<file path="config.mk">
export PLATFORM = sky130hd
export DESIGN_NAME = periodic_report_scheduler_flat
export DESIGN_NICKNAME = d
export VERILOG_FILES = /design/src/design/prs_pkg.sv /design/src/design/prs_in_if.sv /design/src/design/prs_out_if.sv /design/src/design/prs_cfg_if.sv /design/src/design/periodic_report_scheduler.sv /design/src/design/prs_datapath.sv /design/src/design/prs_ctrl.sv /design/src/flat_wrapper.sv
export SDC_FILE = /design/constraint.sdc
export NUM_CORES = 1
export LEC_CHECK = 0
export BUFFER_PORTS_ARGS = -buffer_cell sky130_fd_sc_hd__buf_2
export CAP_MARGIN = 20
export CORE_AREA = 4 4 247 249
export DETAILED_ROUTE_END_ITERATION = 8
export DIE_AREA = 0 0 251 253
export GPL_TIMING_DRIVEN = 0
export SLEW_MARGIN = 10
export SYNTH_ARGS = -nofsm -noshare
export SYNTH_HDL_FRONTEND = slang
export SYNTH_SLANG_ARGS = --single-unit
</file>
<file path="constraint.sdc">
create_clock -name clk -period 17.59 [get_ports clk]
set_input_delay 3.518 -clock clk [delete_from_list [all_inputs] [get_ports clk]]
set_output_delay 3.518 -clock clk [all_outputs]
set_load 0.02 [all_outputs]
</file>
<file path="src/design/prs_pkg.sv">
// Shared types and constants of the periodic report scheduler.
// No dependencies; imported by the interfaces, the top level, the controller and the datapath.
package prs_pkg;

  localparam int NOW_W      = 40;
  localparam int DUE_W      = 41;
  localparam int PER_W      = 32;
  localparam int SID_W      = 8;
  localparam int CH_W       = 2;
  localparam int CFG_IDX_W  = 8;
  localparam int CFG_DATA_W = 32;

  localparam logic [CFG_IDX_W-1:0] REG_PERIOD0 = 8'd0;
  localparam logic [CFG_IDX_W-1:0] REG_SID0    = 8'd3;

  localparam logic [PER_W-1:0] PERIOD_RESET = 32'd1000;

  localparam logic ACT_TICK       = 1'b0;
  localparam logic ACT_CMD        = 1'b1;
  localparam logic KIND_REPORT    = 1'b0;
  localparam logic KIND_ANSWER    = 1'b1;
  localparam logic STATUS_OK      = 1'b0;
  localparam logic STATUS_ILLEGAL = 1'b1;

  typedef struct packed {
    logic            load;
    logic            visit;
    logic            flush;
    logic            answer;
    logic [CH_W-1:0] ch;
  } prs_cmd_t;

  typedef struct packed {
    logic out_free;
  } prs_sts_t;

endpackage

</file>
<file path="src/design/prs_in_if.sv">
// Input item channel of the periodic report scheduler.
// Depends on prs_pkg.
interface prs_in_if import prs_pkg::*; ();
  logic             valid;
  logic             ready;
  logic             action;
  logic [NOW_W-1:0] now_ms;
  logic [SID_W-1:0] target_sid;
  logic             turn_on;

  modport source (output valid, action, now_ms, target_sid, turn_on, input ready);
  modport sink (input valid, action, now_ms, target_sid, turn_on, output ready);
endinterface

</file>
<file path="src/design/prs_out_if.sv">
// Result channel of the periodic report scheduler.
// Depends on prs_pkg.
interface prs_out_if import prs_pkg::*; ();
  logic             valid;
  logic             ready;
  logic             kind;
  logic [CH_W-1:0]  channel;
  logic [SID_W-1:0] sid_out;
  logic             status;
  logic             last;

  modport source (output valid, kind, channel, sid_out, status, last, input ready);
  modport sink (input valid, kind, channel, sid_out, status, last, output ready);
endinterface

</file>
<file path="src/design/prs_cfg_if.sv">
// Configuration write channel of the periodic report scheduler.
// Depends on prs_pkg.
interface prs_cfg_if import prs_pkg::*; ();
  logic                  valid;
  logic                  ready;
  logic [CFG_IDX_W-1:0]  index;
  logic [CFG_DATA_W-1:0] data;

  modport source (output valid, index, data, input ready);
  modport sink (input valid, index, data, output ready);
endinterface

</file>
<file path="src/design/periodic_report_scheduler.sv">
// Top level of the periodic report scheduler: controller plus datapath.
// Depends on prs_pkg, prs_in_if, prs_out_if, prs_cfg_if, prs_ctrl, prs_datapath.
//
//   port    role   carries
//   item    sink   action, now_ms, target_sid, turn_on
//   result  source kind, channel, sid_out, status, last
//   cfg     sink   index, data (always ready)
//
// A command runs as the transfer, then the answer into the output register.
// A tick runs as the transfer, one channel per cycle through the shared adder
// and comparators, then a final step that releases the last report.
// A held result stalls every answer, channel and release cycle until the output
// register frees; reset needs no clearing pass.
module periodic_report_scheduler import prs_pkg::*; #(
  parameter int NUM_CHANNELS = 3
) (
  input logic       clk,
  input logic       rst,
  prs_in_if.sink    item,
  prs_out_if.source result,
  prs_cfg_if.sink   cfg
);

  prs_cmd_t cmd;
  prs_sts_t sts;
  logic     cfg_we;

  assign cfg.ready = 1'b1;
  assign cfg_we    = cfg.valid && cfg.ready;

  prs_ctrl #(
    .NUM_CHANNELS(NUM_CHANNELS)
  ) u_ctrl (
    .clk        (clk),
    .rst        (rst),
    .item_valid (item.valid),
    .item_action(item.action),
    .item_ready (item.ready),
    .sts        (sts),
    .cmd        (cmd)
  );

  prs_datapath #(
    .NUM_CHANNELS(NUM_CHANNELS)
  ) u_datapath (
    .clk       (clk),
    .rst       (rst),
    .cmd       (cmd),
    .sts       (sts),
    .now_ms    (item.now_ms),
    .target_sid(item.target_sid),
    .turn_on   (item.turn_on),
    .cfg_we    (cfg_we),
    .cfg_index (cfg.index),
    .cfg_data  (cfg.data),
    .result    (result)
  );

endmodule

</file>
<file path="src/design/prs_datapath.sv">
// Datapath: configuration registers, channel state, one shared due-time unit,
// pending report and output register. Depends on prs_pkg and prs_out_if.
module prs_datapath import prs_pkg::*; #(
  parameter int NUM_CHANNELS = 3
) (
  input  logic                  clk,
  input  logic                  rst,
  input  prs_cmd_t              cmd,
  output prs_sts_t              sts,
  input  logic [NOW_W-1:0]      now_ms,
  input  logic [SID_W-1:0]      target_sid,
  input  logic                  turn_on,
  input  logic                  cfg_we,
  input  logic [CFG_IDX_W-1:0]  cfg_index,
  input  logic [CFG_DATA_W-1:0] cfg_data,
  prs_out_if.source             result
);

  localparam int IDX_W = (NUM_CHANNELS > 1) ? $clog2(NUM_CHANNELS) : 1;

  logic [PER_W-1:0]        period [NUM_CHANNELS];
  logic [SID_W-1:0]        sid [NUM_CHANNELS];
  logic [NUM_CHANNELS-1:0] enabled;
  logic [DUE_W-1:0]        due_time [NUM_CHANNELS];

  logic [NOW_W-1:0] now_q;
  logic [SID_W-1:0] tsid_q;
  logic             on_q;

  logic             pend_valid;
  logic [IDX_W-1:0] pend_ch;
  logic [SID_W-1:0] pend_sid;

  logic             out_valid;
  logic             out_kind;
  logic [CH_W-1:0]  out_ch;
  logic [SID_W-1:0] out_sid;
  logic             out_status;
  logic             out_last;

  logic [IDX_W-1:0] sel;
  logic [DUE_W-1:0] soonest;
  logic [DUE_W-1:0] pulled;
  logic             due;
  logic             report;
  logic             found;
  logic [IDX_W-1:0] match_idx;

  logic             push;
  logic             push_kind;
  logic [CH_W-1:0]  push_ch;
  logic [SID_W-1:0] push_sid;
  logic             push_status;
  logic             push_last;

  assign sel     = cmd.ch[IDX_W-1:0];
  assign soonest = {1'b0, now_q} + DUE_W'(period[sel]);
  assign pulled  = (due_time[sel] > soonest) ? soonest : due_time[sel];
  assign due     = {1'b0, now_q} >= pulled;
  assign report  = enabled[sel] && due;

  // The lowest-numbered channel with a matching code wins.
  always_comb begin
    found     = 1'b0;
    match_idx = '0;
    for (int i = NUM_CHANNELS - 1; i >= 0; i--) begin
      if (sid[i] == tsid_q) begin
        found     = 1'b1;
        match_idx = IDX_W'(i);
      end
    end
  end

  always_comb begin
    push        = 1'b0;
    push_kind   = KIND_REPORT;
    push_ch     = CH_W'(pend_ch);
    push_sid    = pend_sid;
    push_status = STATUS_OK;
    push_last   = 1'b0;
    if (cmd.answer) begin
      push        = 1'b1;
      push_kind   = KIND_ANSWER;
      push_ch     = found ? CH_W'(match_idx) : '0;
      push_sid    = found ? sid[match_idx] : tsid_q;
      push_status = found ? STATUS_OK : STATUS_ILLEGAL;
      push_last   = 1'b1;
    end else if (cmd.visit) begin
      push = report && pend_valid;
    end else if (cmd.flush) begin
      push      = pend_valid;
      push_last = 1'b1;
    end
  end

  always_ff @(posedge clk) begin
    if (rst) begin
      for (int i = 0; i < NUM_CHANNELS; i++) begin
        period[i]   <= PERIOD_RESET;
        sid[i]      <= SID_W'(i + 1);
        due_time[i] <= '0;
      end
      enabled <= '1;
    end else begin
      for (int i = 0; i < NUM_CHANNELS; i++) begin
        if (cfg_we && cfg_index == REG_PERIOD0 + CFG_IDX_W'(i)) begin
          period[i] <= cfg_data[PER_W-1:0];
        end
        if (cfg_we && cfg_index == REG_SID0 + CFG_IDX_W'(i)) begin
          sid[i] <= cfg_data[SID_W-1:0];
        end
      end
      if (cmd.visit && enabled[sel]) begin
        due_time[sel] <= due ? soonest : pulled;
      end
      if (cmd.answer && found) begin
        enabled[match_idx] <= on_q;
      end
    end
  end

  always_ff @(posedge clk) begin
    if (cmd.load) begin
      now_q  <= now_ms;
      tsid_q <= target_sid;
      on_q   <= turn_on;
    end
  end

  always_ff @(posedge clk) begin
    if (rst) begin
      pend_valid <= 1'b0;
    end else if (cmd.visit && report) begin
      pend_valid <= 1'b1;
    end else if (cmd.flush) begin
      pend_valid <= 1'b0;
    end
  end

  always_ff @(posedge clk) begin
    if (cmd.visit && report) begin
      pend_ch  <= sel;
      pend_sid <= sid[sel];
    end
  end

  always_ff @(posedge clk) begin
    if (rst) begin
      out_valid <= 1'b0;
    end else if (push) begin
      out_valid <= 1'b1;
    end else if (result.ready) begin
      out_valid <= 1'b0;
    end
  end

  always_ff @(posedge clk) begin
    if (push) begin
      out_kind   <= push_kind;
      out_ch     <= push_ch;
      out_sid    <= push_sid;
      out_status <= push_status;
      out_last   <= push_last;
    end
  end

  assign sts.out_free = !out_valid || result.ready;

  assign result.valid   = out_valid;
  assign result.kind    = out_kind;
  assign result.channel = out_ch;
  assign result.sid_out = out_sid;
  assign result.status  = out_status;
  assign result.last    = out_last;

endmodule

</file>
<file path="src/design/prs_ctrl.sv">
// Controller: accepts items and sequences the datapath one channel per cycle.
// Depends on prs_pkg. A held output result stalls the channel sequence.
module prs_ctrl import prs_pkg::*; #(
  parameter int NUM_CHANNELS = 3
) (
  input  logic     clk,
  input  logic     rst,
  input  logic     item_valid,
  input  logic     item_action,
  output logic     item_ready,
  input  prs_sts_t sts,
  output prs_cmd_t cmd
);

  localparam int IDX_W = (NUM_CHANNELS > 1) ? $clog2(NUM_CHANNELS) : 1;

  localparam logic [1:0] S_IDLE  = 2'd0;
  localparam logic [1:0] S_CMD   = 2'd1;
  localparam logic [1:0] S_TICK  = 2'd2;
  localparam logic [1:0] S_FLUSH = 2'd3;

  logic [1:0]       state;
  logic [1:0]       state_next;
  logic [IDX_W-1:0] ch;
  logic [IDX_W-1:0] ch_next;

  always_comb begin
    state_next = state;
    ch_next    = ch;
    item_ready = 1'b0;
    cmd        = '0;
    cmd.ch     = CH_W'(ch);
    case (state)
      S_IDLE: begin
        item_ready = 1'b1;
        if (item_valid) begin
          cmd.load   = 1'b1;
          ch_next    = '0;
          state_next = (item_action == ACT_CMD) ? S_CMD : S_TICK;
        end
      end
      S_CMD: begin
        if (sts.out_free) begin
          cmd.answer = 1'b1;
          state_next = S_IDLE;
        end
      end
      S_TICK: begin
        if (sts.out_free) begin
          cmd.visit = 1'b1;
          if (ch == IDX_W'(NUM_CHANNELS - 1)) begin
            state_next = S_FLUSH;
          end else begin
            ch_next = ch + 1'b1;
          end
        end
      end
      S_FLUSH: begin
        if (sts.out_free) begin
          cmd.flush  = 1'b1;
          state_next = S_IDLE;
        end
      end
      default: begin
        state_next = S_IDLE;
      end
    endcase
  end

  always_ff @(posedge clk) begin
    if (rst) begin
      state <= S_IDLE;
      ch    <= '0;
    end else begin
      state <= state_next;
      ch    <= ch_next;
    end
  end

endmodule

</file>
<file path="src/flat_wrapper.sv">
// flat-port wrapper written by rule: the top's interface ports become plain ports
module periodic_report_scheduler_flat import prs_pkg::*;
#(
  parameter int NUM_CHANNELS = 3
)
  (clk, rst, item_valid, item_action, item_now_ms, item_target_sid, item_turn_on, item_ready, result_valid, result_kind, result_channel, result_sid_out, result_status, result_last, result_ready, cfg_valid, cfg_index, cfg_data, cfg_ready);
  prs_in_if item_i ();
  prs_out_if result_i ();
  prs_cfg_if cfg_i ();
  input logic clk;
  input logic rst;
  input wire logic [$bits(item_i.valid)-1:0] item_valid;
  input wire logic [$bits(item_i.action)-1:0] item_action;
  input wire logic [$bits(item_i.now_ms)-1:0] item_now_ms;
  input wire logic [$bits(item_i.target_sid)-1:0] item_target_sid;
  input wire logic [$bits(item_i.turn_on)-1:0] item_turn_on;
  output wire logic [$bits(item_i.ready)-1:0] item_ready;
  output wire logic [$bits(result_i.valid)-1:0] result_valid;
  output wire logic [$bits(result_i.kind)-1:0] result_kind;
  output wire logic [$bits(result_i.channel)-1:0] result_channel;
  output wire logic [$bits(result_i.sid_out)-1:0] result_sid_out;
  output wire logic [$bits(result_i.status)-1:0] result_status;
  output wire logic [$bits(result_i.last)-1:0] result_last;
  input wire logic [$bits(result_i.ready)-1:0] result_ready;
  input wire logic [$bits(cfg_i.valid)-1:0] cfg_valid;
  input wire logic [$bits(cfg_i.index)-1:0] cfg_index;
  input wire logic [$bits(cfg_i.data)-1:0] cfg_data;
  output wire logic [$bits(cfg_i.ready)-1:0] cfg_ready;
  assign item_i.valid = item_valid;
  assign item_i.action = item_action;
  assign item_i.now_ms = item_now_ms;
  assign item_i.target_sid = item_target_sid;
  assign item_i.turn_on = item_turn_on;
  assign item_ready = item_i.ready;
  assign result_valid = result_i.valid;
  assign result_kind = result_i.kind;
  assign result_channel = result_i.channel;
  assign result_sid_out = result_i.sid_out;
  assign result_status = result_i.status;
  assign result_last = result_i.last;
  assign result_i.ready = result_ready;
  assign cfg_i.valid = cfg_valid;
  assign cfg_i.index = cfg_index;
  assign cfg_i.data = cfg_data;
  assign cfg_ready = cfg_i.ready;
  periodic_report_scheduler #(.NUM_CHANNELS(NUM_CHANNELS)) u_core (.clk(clk), .rst(rst), .item(item_i), .result(result_i), .cfg(cfg_i));
endmodule
</file>
---- Word-level counts from Yosys, hierarchy flattened ----
Memories as Yosys holds them, arrays and structs flattened. A register that Yosys moved wholly into a read port is not among the register bits.
Index checks and enable logic that the tools add are counted.
operators by class
  add/subtract/negate cells ............... 2
  $lt $le $gt $ge ......................... 5
  equality and inequality tests ........... 17
  muxes and demuxes ....................... 81
  bitwise gates (word level) .............. 6
  reductions and logical operators ........ 23
operator list
  operator            number
  $mux 41             3
  $mux 32             3
  $mux 1              47
  $add 40x32->41      1
  $ge 40x41->1        1
  $gt 41x41->1        1
  $reduce_or 41->1    1
  $mux 8              5
  $mux 2              18
  $eq 8x8->1          3
  $eq 8x2->1 const B  2
  $eq 8x3->1 const B  2
  $logic_and 1x1->1   12
  $eq 8x1->1 const B  1
  $logic_not 8->1     1
  $reduce_and 4->1    2
  $eq 2x2->1 const B  3
  $lt 2x3->1 const B  2
  $ne 2x2->1 const B  3
  $or 1x1->1          6
  $pmux 2 s3          1
  $reduce_bool 2->1   3
  $ne 2x1->1 const B  2
  $pmux 2 s2          1
  other kinds (10)    10
word-level totals
  flip-flop bits (word level) ............. 73
  RAM bits ................................ 243
  input port bits ......................... 95
  memories kept ........................... 3
memories
  memory                      words  width  read ports  clocked after memory_dff  wr ports  line                text
  u_core.u_datapath.due_time  3      41     1           1                         3         prs_datapath.sv:24  logic [DUE_W-1:0] due_time [NUM_CHANNELS];
  u_core.u_datapath.period    3      32     1           1                         3         prs_datapath.sv:21  logic [PER_W-1:0] period [NUM_CHANNELS];
  u_core.u_datapath.sid       3      8      5           1                         3         prs_datapath.sv:22  logic [SID_W-1:0] sid [NUM_CHANNELS];

---- Logic depth before layout (Yosys ltp) ----
Gate-level depths: netlist (run 1).
  depth in word-level cells ............... 10
  mapped depth ............................ 45
  gate-level depth less buffers ........... 36

---- Modules after synthesis ----
From an unflattened synthesis (run 1), not the netlist that was laid out.
second synthesis, totals
  cells, all modules ...................... 1544
  area total of the unflattened synthesis .. 19293.5 µm²
modules (own cells, without submodules)
  module                     times used  cells each  area an instance (µm²)  sequential area each (µm²)
  prs_datapath               1           1514        19049.5                 10790.3
  prs_ctrl                   1           28          232.7                   80.1
  periodic_report_scheduler  1           2           11.3                    0.0

---- Least setup slack after synthesis (run 1) ----
Ideal clock, no wire load.
  kind .................................... register -> register
  from .................................... register (tool-made name)
  to ...................................... register u_core.u_datapath.out_ch[0], in the netlist u_core.u_datapath.result.channel[0], enable pin
  arrival ................................. 8.672 ns
  data required time ...................... 17.232 ns
  path slack .............................. 8.560 ns
  cell stages (with the launch flop) ...... 42
  cell sequence ........................... dfxtp_1 -> clkbuf_1 -> buf_1 -> clkbuf_1 -> clkbuf_1 -> mux2i_1 -> o21ai_0 -> ha_1 -> a211oi_1 -> nor2_1 -> o31a_1 -> nor4b_2 -> o221ai_1 -> a21oi_1 -> nor4_1 -> or3_1 -> and2_1 -> inv_1 -> [... 6 more ...] -> a211oi_4 -> a41o_1 -> buf_2 -> buf_2 -> buf_2 -> a21oi_1 -> ha_1 -> a21o_1 -> a21o_1 -> a21oi_1 -> o21ai_0 -> o21ai_0 -> o21ai_0 -> nand2_1 -> mux2i_2 -> nand2b_1 -> inv_1 -> o22a_1
RTL lines
  element               line                 text
  end signal, assigned  prs_datapath.sv:160  out_ch <= push_ch;
  end, declared         prs_datapath.sv:36   logic [CH_W-1:0] out_ch;

==> results.md, run 1 <==
- Final period utilization: 0.743
- Die Ht: 253 um
- Synth top area share: 0.523
- Syn Area/Cell: 12.0 sq um
- Cells after Synth: roughly 1700
- Sequential element share of the synthesized area: 0.534
- Pwr Density: 109 nW/um^2
- Status: completed
- Largest net degree at the start of global routing: 42
- VDD IR max: 0.0877 mV
- Commonest non-fill, non-tap cells in the layout: edfxtp_1, buf_2, a21oi_1, nand2_1, ha_1
- # fillers: 5530
- Worst Slack Setup Final: 4.52 ns
- Via-to-Cell Ratio: 5.67
- Setup Fix Bufs, Post-CTS: 0
- GRT overflow: 0
- Rel. slew slack: 0.276
- # diodes: 0
- Critical path required time: 17.77 ns
- Antenna Violating Nets Remaining: 0
- Commonest non-fill, non-tap cell in the layout: edfxtp_1
- Non-Filler Instances: 2661
- Worst-path fanout max: 13
- Num ports: 111
- H-tree depth: 2
- Clock skew: 0.0173 ns
- HPWL Detailed: about 44 mm
- Chip Width: about 250 um
- Primary FF master, synth: edfxtp_1
- EDFF count, synth: 356
- Drt total wl: a little under 60 mm
- Worst Path Arrival: 13.25 ns
- Final Hold Fails: 0
- Post-Syn Area: approximately 20000 sq um
- PostCTS Resize Cnt: 0
- Max Cap Viol: 0
- # nets final: 2070
- Vias: around 15000
- # placed instances: 2589
- Reg area: 10900 sq um
- Clk buf depth: 3
- Core area: 58700 sq um
- Vias in the first global route: 15100
- Port Buf Inserts: 109
- 1st-iter DRT viols: about 1400
- Area of the multi-input gates: 8830 sq um
- Synth Net Count: approximately 1900
- Critical setup path kind: flip-flop to flip-flop
- RePlAce Congestion: roughly 0.89
- Worst reg2reg setup slack: 4.52 ns
- First-pass GRT wire length: 88.0 mm
- Area Growth Syn to Fin: 14.9%
- Hold buffer count at CTS: 0
- RSZ-0062 raised after global routing: false
- Yosys synthesis warning count: 0
- Overall Global Routing Usage: 0.177
- Setup TNS: 0 ns
- Critical Path Max Stage Delay: 0.76 ns
- Slew Viols, Final: 0
- Clk sinks: 367
- CP Capture Type: flip-flop
- Antenna violations before repair: 0
- Pre-CTS WS: 4.53 ns
- Routed len/inst: 22.0 um
- Clock latency reported for the late side of the worst-skew pair: 0.55 ns
- Synth top area cells: edfxtp_1, ha_1, mux4_2, a21oi_1, mux2i_1
- 1st-pass router iterations: 6
- Site Rows: 89
- CTS Root Cell: clkbuf_16
- Die Area: 63500 sq um
- Setup Viol. Count Final: 0
- Critical Path Start Type: flip-flop
- Layout cells sized above 1: 0.165
- Leakage: between 8 and 9 nW
- Asr flop ratio synth: 0
- Initial core utilization: 0.348
- Max Freq: 76.5 MHz
- Worst path slowest cell: clkbuf_1
- Clock Pin Slew Worst Setup and Hold Paths: 0.06 ns
- Hold Path Stages: 1
- Total CTS buffers: 40
- TritonCTS clock tree: built
- Cell taking the most area after synthesis: edfxtp_1
- Distinct cells, synth: 73
- Actual slew at the worst max-slew pin: roughly 1.1 ns
- FF-to-FF path depth: 41
- Fin crit period: 13.07 ns
- Yosys reg bits: 367
- Hold WC Path Type: flip-flop to flip-flop
- DRC Markers: 0
sequential cells by signal, indices dropped and copies added, names as in the netlist, named ones only:
register,flops
u_core.u_datapath.on_q,1
u_core.u_datapath.tsid_q,8
u_core.u_ctrl.ch,2
u_core.u_datapath.result.channel,2
u_core.u_datapath.result.sid_out,8
u_core.u_datapath.pend_ch,2
u_core.u_datapath.result.last,1
u_core.u_datapath.result.kind,1
u_core.u_datapath.result.valid,1
u_core.u_datapath.due_time,164
u_core.u_datapath.result.status,1
u_core.u_datapath.enabled,3
u_core.u_datapath.sid,24
u_core.u_datapath.now_q,40
u_core.u_ctrl.state,2
u_core.u_datapath.pend_valid,1
u_core.u_datapath.pend_sid,8
u_core.u_datapath.period,96
layer usage:
layer / routed length, um / track usage / up-vias / share of wire
met5: 0 / 0 / - / 0
met4: 2260 / 0.0688 / 0 / 0.039
met3: 3730 / 0.0212 / 131 / 0.064
met2: 28200 / 0.304 / 614 / 0.48
met1: 24400 / 0.231 / 7409 / 0.42
li1: - / - / 6938 / -
power breakdown:
group / leakage, nW / switching (mW) / internal (mW) / total (mW)
logic: 4.35 / 0.419 / 0.209 / 0.628
clock network: 0.685 / 0.345 / 0.558 / 0.904
registers: 3.56 / 0.0220 / 1.01 / 1.04
total: 8.60 / 0.786 / 1.78 / 2.57
path summary, 6_finish.rpt:
| check | start | to |
|---|---|---|
| worst max-delay path | flip-flop | u_core.u_datapath.result.sid_out[5] |
| worst min-delay path | u_core.u_datapath.enabled[2] | u_core.u_datapath.enabled[2] |
| worst max register to register | flip-flop | u_core.u_datapath.result.sid_out[5] |
| worst min register to register | u_core.u_datapath.enabled[2] | u_core.u_datapath.enabled[2] |
cell families after synthesis:
family	after synthesis	synth area share
other cells	1	0.000184
xor+xnor	62	0.0270
flops	367	0.534
compound gates	455	0.145
buf+inv	147	0.0341
fa+ha+maj	117	0.0720
mux	104	0.0738
simple gates	448	0.114
worst max-delay path: cells and delay by family (launching register included):
family	cells	cell delay, ns
AO/OA/AOI/OAI	22	5.61
buffers and inverters	9	3.77
multiplexers	1	0.57
flip-flops	1	0.40
AND/OR/NAND/NOR	6	1.38
adder cells (fa/ha/maj)	3	0.93
through the flow:
step	instance area, sq um	power (mW)	hold slack (ns)	utilization
2_1_floorplan	20400	1.47	0.435	-
3_3_place_gp	21900	1.65	0.445	0.374
3_5_place_dp	22100	1.67	0.464	0.376
4_1_cts	23500	2.57	0.486	0.400
5_1_grt	23500	2.67	0.500	0.400
6_report	23500	2.57	0.482	0.400
synth_stat cells, drive strengths merged, types with 3 or more instances:
master / number
a211o: 3
edfxtp: 356
ha: 116
nand4: 75
nand3: 59
o21a: 4
a22oi: 9
or4: 3
a21o: 45
or3: 3
clkbuf: 46
inv: 40
nor2b: 7
a21oi: 133
nand2b: 19
a21boi: 5
a22o: 9
a211oi: 50
nor2: 73
a31o: 5
o21bai: 6
o221ai: 3
mux2i: 59
and3: 34
nor4: 11
a31oi: 5
mux2: 9
buf: 61
o211ai: 4
o31ai: 57
and2: 19
o2111ai: 3
xnor2: 24
xor2: 38
nor3: 15
o21ai: 100
nand2: 122
mux4: 36
dfxtp: 11
nand3b: 3
layout make-up:
class / count / share of cell area
timing repair buffer: 115 / 0.0284
sequential: 367 / 0.465
clock inverter: 25 / 0.0150
tap: 773 / 0.0412
multi-input combinational: 1187 / 0.376
clock buffer: 47 / 0.0447
buffer: 107 / 0.0232
inverter: 40 / 0.00640
(Power assumes the default switching activity.)
==> run 2, diff against run 1 <==
ABC_AREA = 1   (was not set)
CORE_AREA = 4 4 246 248   (was 4 4 247 249)
DIE_AREA = 0 0 250 252   (was 0 0 251 253)
clock period = 13.1 ns   (was 17.59 ns; I/O delays follow)
==> results.md, run 2 <==
- Status: completed
- Yosys reg bits: 367 (unchanged)
- Distinct cells, synth: 62 (-15%)
- RePlAce Congestion: 0.894 (+0.64%)
- Sequential element share of the synthesized area: 0.541 (+0.00693)
- Clk sinks: 367 (unchanged)
- Actual slew at the worst max-slew pin: 0.951 ns (-0.126 ns)
- Synth Area in Compound Gates: 0.117 (-0.0285)
- Overall Global Routing Usage: 0.168 (-0.00888)
- Clock skew: 0.0206 ns (+0.00336 ns)
- Fin crit period: 10.82 ns (-2.25 ns)
- Setup Fix Bufs, Post-CTS: 0 (unchanged)
- Max Cap Viol: 0 (unchanged)
- Slew Viols, Final: 0 (unchanged)
- Worst-path fanout max: 13 (unchanged)
- Worst Slack Setup Final: 2.28 ns (-2.24 ns)
- Worst path slowest cell: nor4_1
- HPWL Detailed: 41.9 mm (-3.7%)
- Die Ht: 252 um (-0.40%)
- Cells after Synth: 2054 (+21%)
- Final total power: 4.49 mW (+75%)
- Top cells by count, synth: nand2_1, edfxtp_1, nor2_1, inv_1, a21oi_1
- Die Area: 63000 sq um (-0.79%)
- Initial core utilization: 0.345 (-0.00315)
- Post-synthesis xor/xnor area fraction: 0.0217 (-0.00530)
- # diodes: 0 (unchanged)
- First-pass GRT wire length: 83.6 mm (-5.0%)
- Adder-cell share of the synthesized area: 0.0730 (+0.000934)
- 1st-iter DRT viols: 1077 (-23%)
- Chip Width: 250 um (-0.40%)
- Site Rows: 89 (unchanged)
- Commonest non-fill, non-tap cell in the layout: nand2_1
- Area Growth Syn to Fin: 14.9% (about the same)
- Final Hold Fails: 0 (unchanged)
- Pre-CTS WS: 2.20 ns (-2.34 ns)
- Rel. slew slack: 0.366 (+0.0895)
- Clk buf depth: 3 (unchanged)
- Delay-heaviest family, CP: simple AND/OR/NAND/NOR gates
- Syn Area/Cell: 9.82 sq um (-18%)
- Critical Path Start Type: flip-flop
- Port Buf Inserts: 109 (unchanged)
- CP Capture Type: flip-flop
- PostCTS Resize Cnt: 0 (unchanged)
- Pwr Density: 194 nW/um^2 (+77%)
- Antenna Violating Nets Remaining: 0 (unchanged)
- Drt total wl: 54.7 mm (-6.6%)
- CTS Root Cell: clkbuf_16
- Vias in the first global route: 14700 (-2.1%)
- Total CTS buffers: 39 (-2.5%)
- Cell taking the most area after synthesis: edfxtp_1
- Layout cells sized above 1: 0.179 (+0.0140)
- VDD IR max: 0.107 mV (+22%)
- Top reg by flops: u_core.u_datapath.due_time
- Routed len/inst: 18.1 um (-18%)
- Mux cell area share after synthesis: 0 (-0.0738)
- H-tree depth: 2 (unchanged)
- Largest net degree at the start of global routing: 29 (-31%)
- DRC Markers: 0 (unchanged)
- Leakage: 9.55 nW (+11%)
- 1st-pass router iterations: 5 (-1)
- # nets final: 2427 (+17%)
- Post-Syn Area: 20200 sq um (-1.3%)
- Antenna violations before repair: 0 (unchanged)
- Hold WC Path Type: flip-flop to flip-flop
- Hold buffer count at CTS: 0 (unchanged)
- Primary FF master, synth: edfxtp_1
- Critical setup path kind: flip-flop to flip-flop
- Biggest regs: u_core.u_datapath.due_time x164, u_core.u_datapath.period x96, u_core.u_datapath.now_q x40
- Setup Viol. Count Final: 0 (unchanged)
- Yosys synthesis warning count: 0 (unchanged)
- Num ports: 111 (unchanged)
- Commonest non-fill, non-tap cells in the layout: nand2_1, edfxtp_1, nor2_1, inv_1, a21oi_1
- Crit path buffers/inverters: 9 (unchanged)
- Most frequent CP cell: nand2_1
- Max reg flops: 164 (unchanged)
- Synth top area cells: edfxtp_1, ha_1, nand2_1, nor2_1, a21oi_1
- Max Freq: 92.5 MHz (+21%)
- Core area: 58500 sq um (-0.38%)
- TritonCTS clock tree: built
- Via-to-Cell Ratio: 4.96 (-13%)
- Most frequent cell after synthesis: nand2_1
- Synth Net Count: 2266 (+18%)
- GRT overflow: 0 (unchanged)
- Worst Path Arrival: 10.99 ns (-2.26 ns)
- Final period utilization: 0.826 (+0.0827)
- Critical Path Max Stage Delay: 0.74 ns (-0.02 ns)
- Critical path required time: 13.28 ns (-4.49 ns)
- Vias: 15000 (-0.90%)
- Post-synthesis simple-gate area fraction: 0.191 (+0.0779)
- Largest family of logic cells by synthesized area: simple AND/OR/NAND/NOR gates
- RSZ-0062 raised after global routing: false
- Asr flop ratio synth: 0 (unchanged)
- Clock latency reported for the late side of the worst-skew pair: 0.55 ns (about the same)
- Setup TNS: 0 ns (unchanged)
- Clock Pin Slew Worst Setup and Hold Paths: 0.06 ns (about the same)
- EDFF count, synth: 356 (unchanged)
- Synth top area share: 0.530 (+0.00679)
==> run 2: kinds of logic (layout without fill, tap and decap cells) <==
group           count (synthesis)  after routing
fa+ha+maj                     117            117
other cells                     1              1
xor+xnor                       49             49
compound gates                406            406
buf+inv                       273            462
simple gates                  841            841
flops                         367            367
==> run 2: metal layers <==
layer  share of wire  vias up  global-route usage  wire (um)
li1                -     7361                   -          -
met1            0.44     7152               0.226      24200
met2            0.50      381               0.298      27200
met3           0.044       62              0.0160       2390
met4           0.017        0              0.0371        933
met5               0        -                   0          0
==> run 2: stage by stage <==
| stage | instance area (sq um) | instances | utilization | hold slack (ns) |
|---|---|---|---|---|
| after floorplan | 20200 | 2054 | - | 0.436 |
| after global placement | 21700 | 2936 | 0.371 | 0.456 |
| after detailed placement | 21900 | 2947 | 0.375 | 0.467 |
| after CTS | 23200 | 3016 | 0.396 | 0.481 |
| after global routing | 23200 | 3016 | 0.396 | 0.497 |
| final | 23200 | 3016 | 0.396 | 0.481 |
==> run 2: power breakdown <==
part / switching, mW / internal, mW / total (mW)
Sequential: 0.0497 / 1.43 / 1.48
Combinational: 1.30 / 0.613 / 1.91
Clock: 0.463 / 0.640 / 1.10
Total: 1.81 / 2.68 / 4.49
==> run 2: tightest hold or removal path, cell delays in order (launching register included) <==
cell and delay, ns:
dfxtp_1 0.30, o21ai_0 0.06, a21oi_1 0.06
==> run 2: area by class of cell <==
class | count | area, sq um
Fill cell | 5712 | 35300
Sequential cell | 367 | 10900
Multi-Input combinational cell | 1414 | 8180
Clock buffer | 45 | 1020
Tap cell | 773 | 967
Inverter | 196 | 738
Timing Repair Buffer | 120 | 723
Buffer | 77 | 389
Clock inverter | 24 | 239
==> run 2: final timing paths <==
kind | from | end | slack (ns) | depth (start not counted)
hold reg to reg | u_core.u_datapath.pend_valid | u_core.u_datapath.pend_valid | 0.48 | 2
setup reg to reg | flip-flop | u_core.u_datapath.result.last | 2.28 | 47
setup / recovery | flip-flop | u_core.u_datapath.result.last | 2.28 | 47
hold / removal | u_core.u_datapath.pend_valid | u_core.u_datapath.pend_valid | 0.48 | 2
==> run 3, diff against run 2 <==
clock period = 9.15 ns   (was 13.1 ns; I/O delays follow)
==> results.md, run 3 (synthesis results as in run 2) <==
- # diodes: 0 (unchanged)
- Biggest regs: u_core.u_datapath.due_time x164, u_core.u_datapath.period x96, u_core.u_datapath.now_q x40
- Overall Global Routing Usage: 0.169 (+0.000221)
- H-tree depth: 2 (unchanged)
- Clk buf depth: 3 (unchanged)
- Leakage: 9.67 nW (+1.3%)
- Comb power frac: 0.427 (+0.002)
- Clock skew: 0.0259 ns (+0.00529 ns)
- Via-to-Cell Ratio: 4.95 (-0.28%)
- RePlAce Congestion: 0.894 (unchanged)
- Layout cells sized above 1: 0.198 (+0.0183)
- Drt total wl: 54.9 mm (+0.37%)
- Vias: 15000 (+0.053%)
- # placed instances: 2947 (unchanged)
- # fillers: 5694 (-0.32%)
- Die Area: 63000 sq um (unchanged)
- Net Sw Power: 2.60 mW (+44%)
- Clock Pin Slew Worst Setup and Hold Paths: 0.06 ns (about the same)
- Layout Utilization: 0.400 (+0.00355)
- HPWL Detailed: 41.9 mm (unchanged)
- Part of the power in registers: 0.328 (about the same)
- Status: completed
- Worst Slack Setup Final: 0.683 ns (-1.60 ns)
- Hold path start: u_core.u_datapath.enabled[0]
- Placed inst area: 21900 sq um (unchanged)
- Clock latency reported for the late side of the worst-skew pair: 0.56 ns (about the same)
- Setup Viol. Count Final: 0 (unchanged)
- 1st-iter DRT viols: 1113 (+3.3%)
- Non-Filler Instances: 3026 (+0.33%)
- Hold buffer count at CTS: 0 (unchanged)
- First-pass GRT wire length: 83.7 mm (+0.11%)
- Final Hold Fails: 0 (unchanged)
- Actual slew at the worst max-slew pin: 0.895 ns (-0.0565 ns)
- Routed len/inst: 18.1 um (about the same)
- Worst-path fanout max: 10 (-3)
- Chip Width: 250 um (unchanged)
- Final period utilization: 0.925 (+0.0997)
- Critical Path Max Stage Delay: 0.45 ns (-0.29 ns)
- Worst Path Arrival: 8.73 ns (-2.26 ns)
- Num ports: 111 (unchanged)
- Pre-CTS WS: -1.75 ns (-3.95 ns)
- Area Growth Syn to Fin: 15.9%
- Int Pwr: 3.85 mW (+44%)
- CTS Root Cell: clkbuf_16
- Hold WC Path Type: flip-flop to flip-flop
- Max Cap Viol: 0 (unchanged)
- Most frequent CP cell: nand2_1
- Core area: 58500 sq um (unchanged)
- Vias in the first global route: 14800 (+0.16%)
- Top reg by flops: u_core.u_datapath.due_time
- TritonCTS clock tree: built
- Commonest non-fill, non-tap cell in the layout: nand2_1
- Worst path slowest cell: dfxtp_2
- Critical Path Start Type: flip-flop
- Hold Path Stages: 2 (unchanged)
- DRC Markers: 0 (unchanged)
- FF-to-FF path depth: 48 (+2.1%)
- Site Rows: 89 (unchanged)
- Fin crit period: 8.47 ns (-2.35 ns)
- Port Buf Inserts: 109 (unchanged)
- Slew Viols, Final: 0 (unchanged)
- Rel. slew slack: 0.404 (+0.0377)
- # nets final: 2437 (+0.41%)
- Die Ht: 252 um (unchanged)
- Critical path required time: 9.41 ns (-3.87 ns)
- Antenna violations before repair: 0 (unchanged)
- Clk sinks: 367 (unchanged)
- Commonest non-fill, non-tap cells in the layout: nand2_1, edfxtp_1, nor2_1, inv_1, a21oi_1
- Max reg flops: 164 (unchanged)
- Setup TNS: 0 ns (unchanged)
- Pwr Density: 276 nW/um^2 (+42%)
- 1st-pass router iterations: 5 (unchanged)
- Switching share of power: 0.403 (about the same)
- Critical setup path kind: flip-flop to flip-flop
- Final instance area: 23400 sq um (+0.90%)
- Max Freq: 118 MHz (+28%)
- GRT overflow: 0 (unchanged)
- Largest net degree at the start of global routing: 29 (unchanged)
- CP Capture Type: flip-flop
- Clk pwr share: 0.245 (about the same)
- Initial core utilization: 0.345 (unchanged)
- Total CTS buffers: 39 (unchanged)
- Antenna Violating Nets Remaining: 0 (unchanged)
- VDD IR max: 0.152 mV (+42%)
[run 3: cell types whose count changed in the layout (fill, tap and decap cells not counted), sizes merged]
| cell | before | now |
|---|---|---|
| clkinvlp | 1 | 4 |
| clkbuf | 96 | 93 |
| buf | 146 | 159 |
| inv | 197 | 194 |
[run 3: power groups by stage]
stage          combinational, mW  clock (mW)  sequential, mW
6_report                    2.76        1.58            2.12
3_5_place_dp                2.71           0            2.15
5_1_grt                     3.08        1.68            2.13
4_1_cts                     2.73        1.61            2.12
2_1_floorplan               2.00           0            2.13
3_3_place_gp                2.63           0            2.16
[run 3: worst paths after layout]
check	endpoint	slack, ns
setup reg to reg	u_core.u_datapath.due_time[1][24]	0.68
hold reg to reg	u_core.u_datapath.enabled[0]	0.48
hold / removal	u_core.u_datapath.enabled[0]	0.48
setup / recovery	u_core.u_datapath.due_time[1][24]	0.68
[run 3: layer usage]
layer | share of wire | track usage | vias up
li1 | - | - | 7380
met1 | 0.44 | 0.227 | 7166
met2 | 0.50 | 0.296 | 358
met3 | 0.044 | 0.0169 | 60
met4 | 0.018 | 0.0387 | 0
met5 | 0 | 0 | -
[run 3: stage by stage]
step	power, mW	hold slack (ns)
6_report	6.46	0.480
5_1_grt	6.88	0.497
4_1_cts	6.45	0.481
3_5_place_dp	4.86	0.467
3_3_place_gp	4.79	0.456
2_1_floorplan	4.13	0.436
[run 3: critical path, delay by kind of cell, from the launching register on]
family	cells	cell delay, ns
buffers and inverters	9	1.50
xor gates and xnor gates	1	0.31
adders and majority gates	3	0.84
AOI/OAI and AO/OA	10	1.84
and+or+nand+nor	25	3.19
DFF	1	0.45
[run 3: area by class of cell]
class	instances	area, sq um	area share
Timing Repair Buffer	133	821	0.0351
Buffer	74	420	0.0180
Inverter	196	749	0.0321
Clock inverter	24	239	0.0102
Tap cell	773	967	0.0414
Clock buffer	45	1020	0.0436
Sequential cell	367	10900	0.467
Multi-Input combinational cell	1414	8240	0.353
[run 3: timing repair]
action / in CTS / in global routing
pin swaps: 0 / 2
setup buffers: 0 / 13
setup endpoints to repair: 189 / 189
resized for setup: 26 / 25
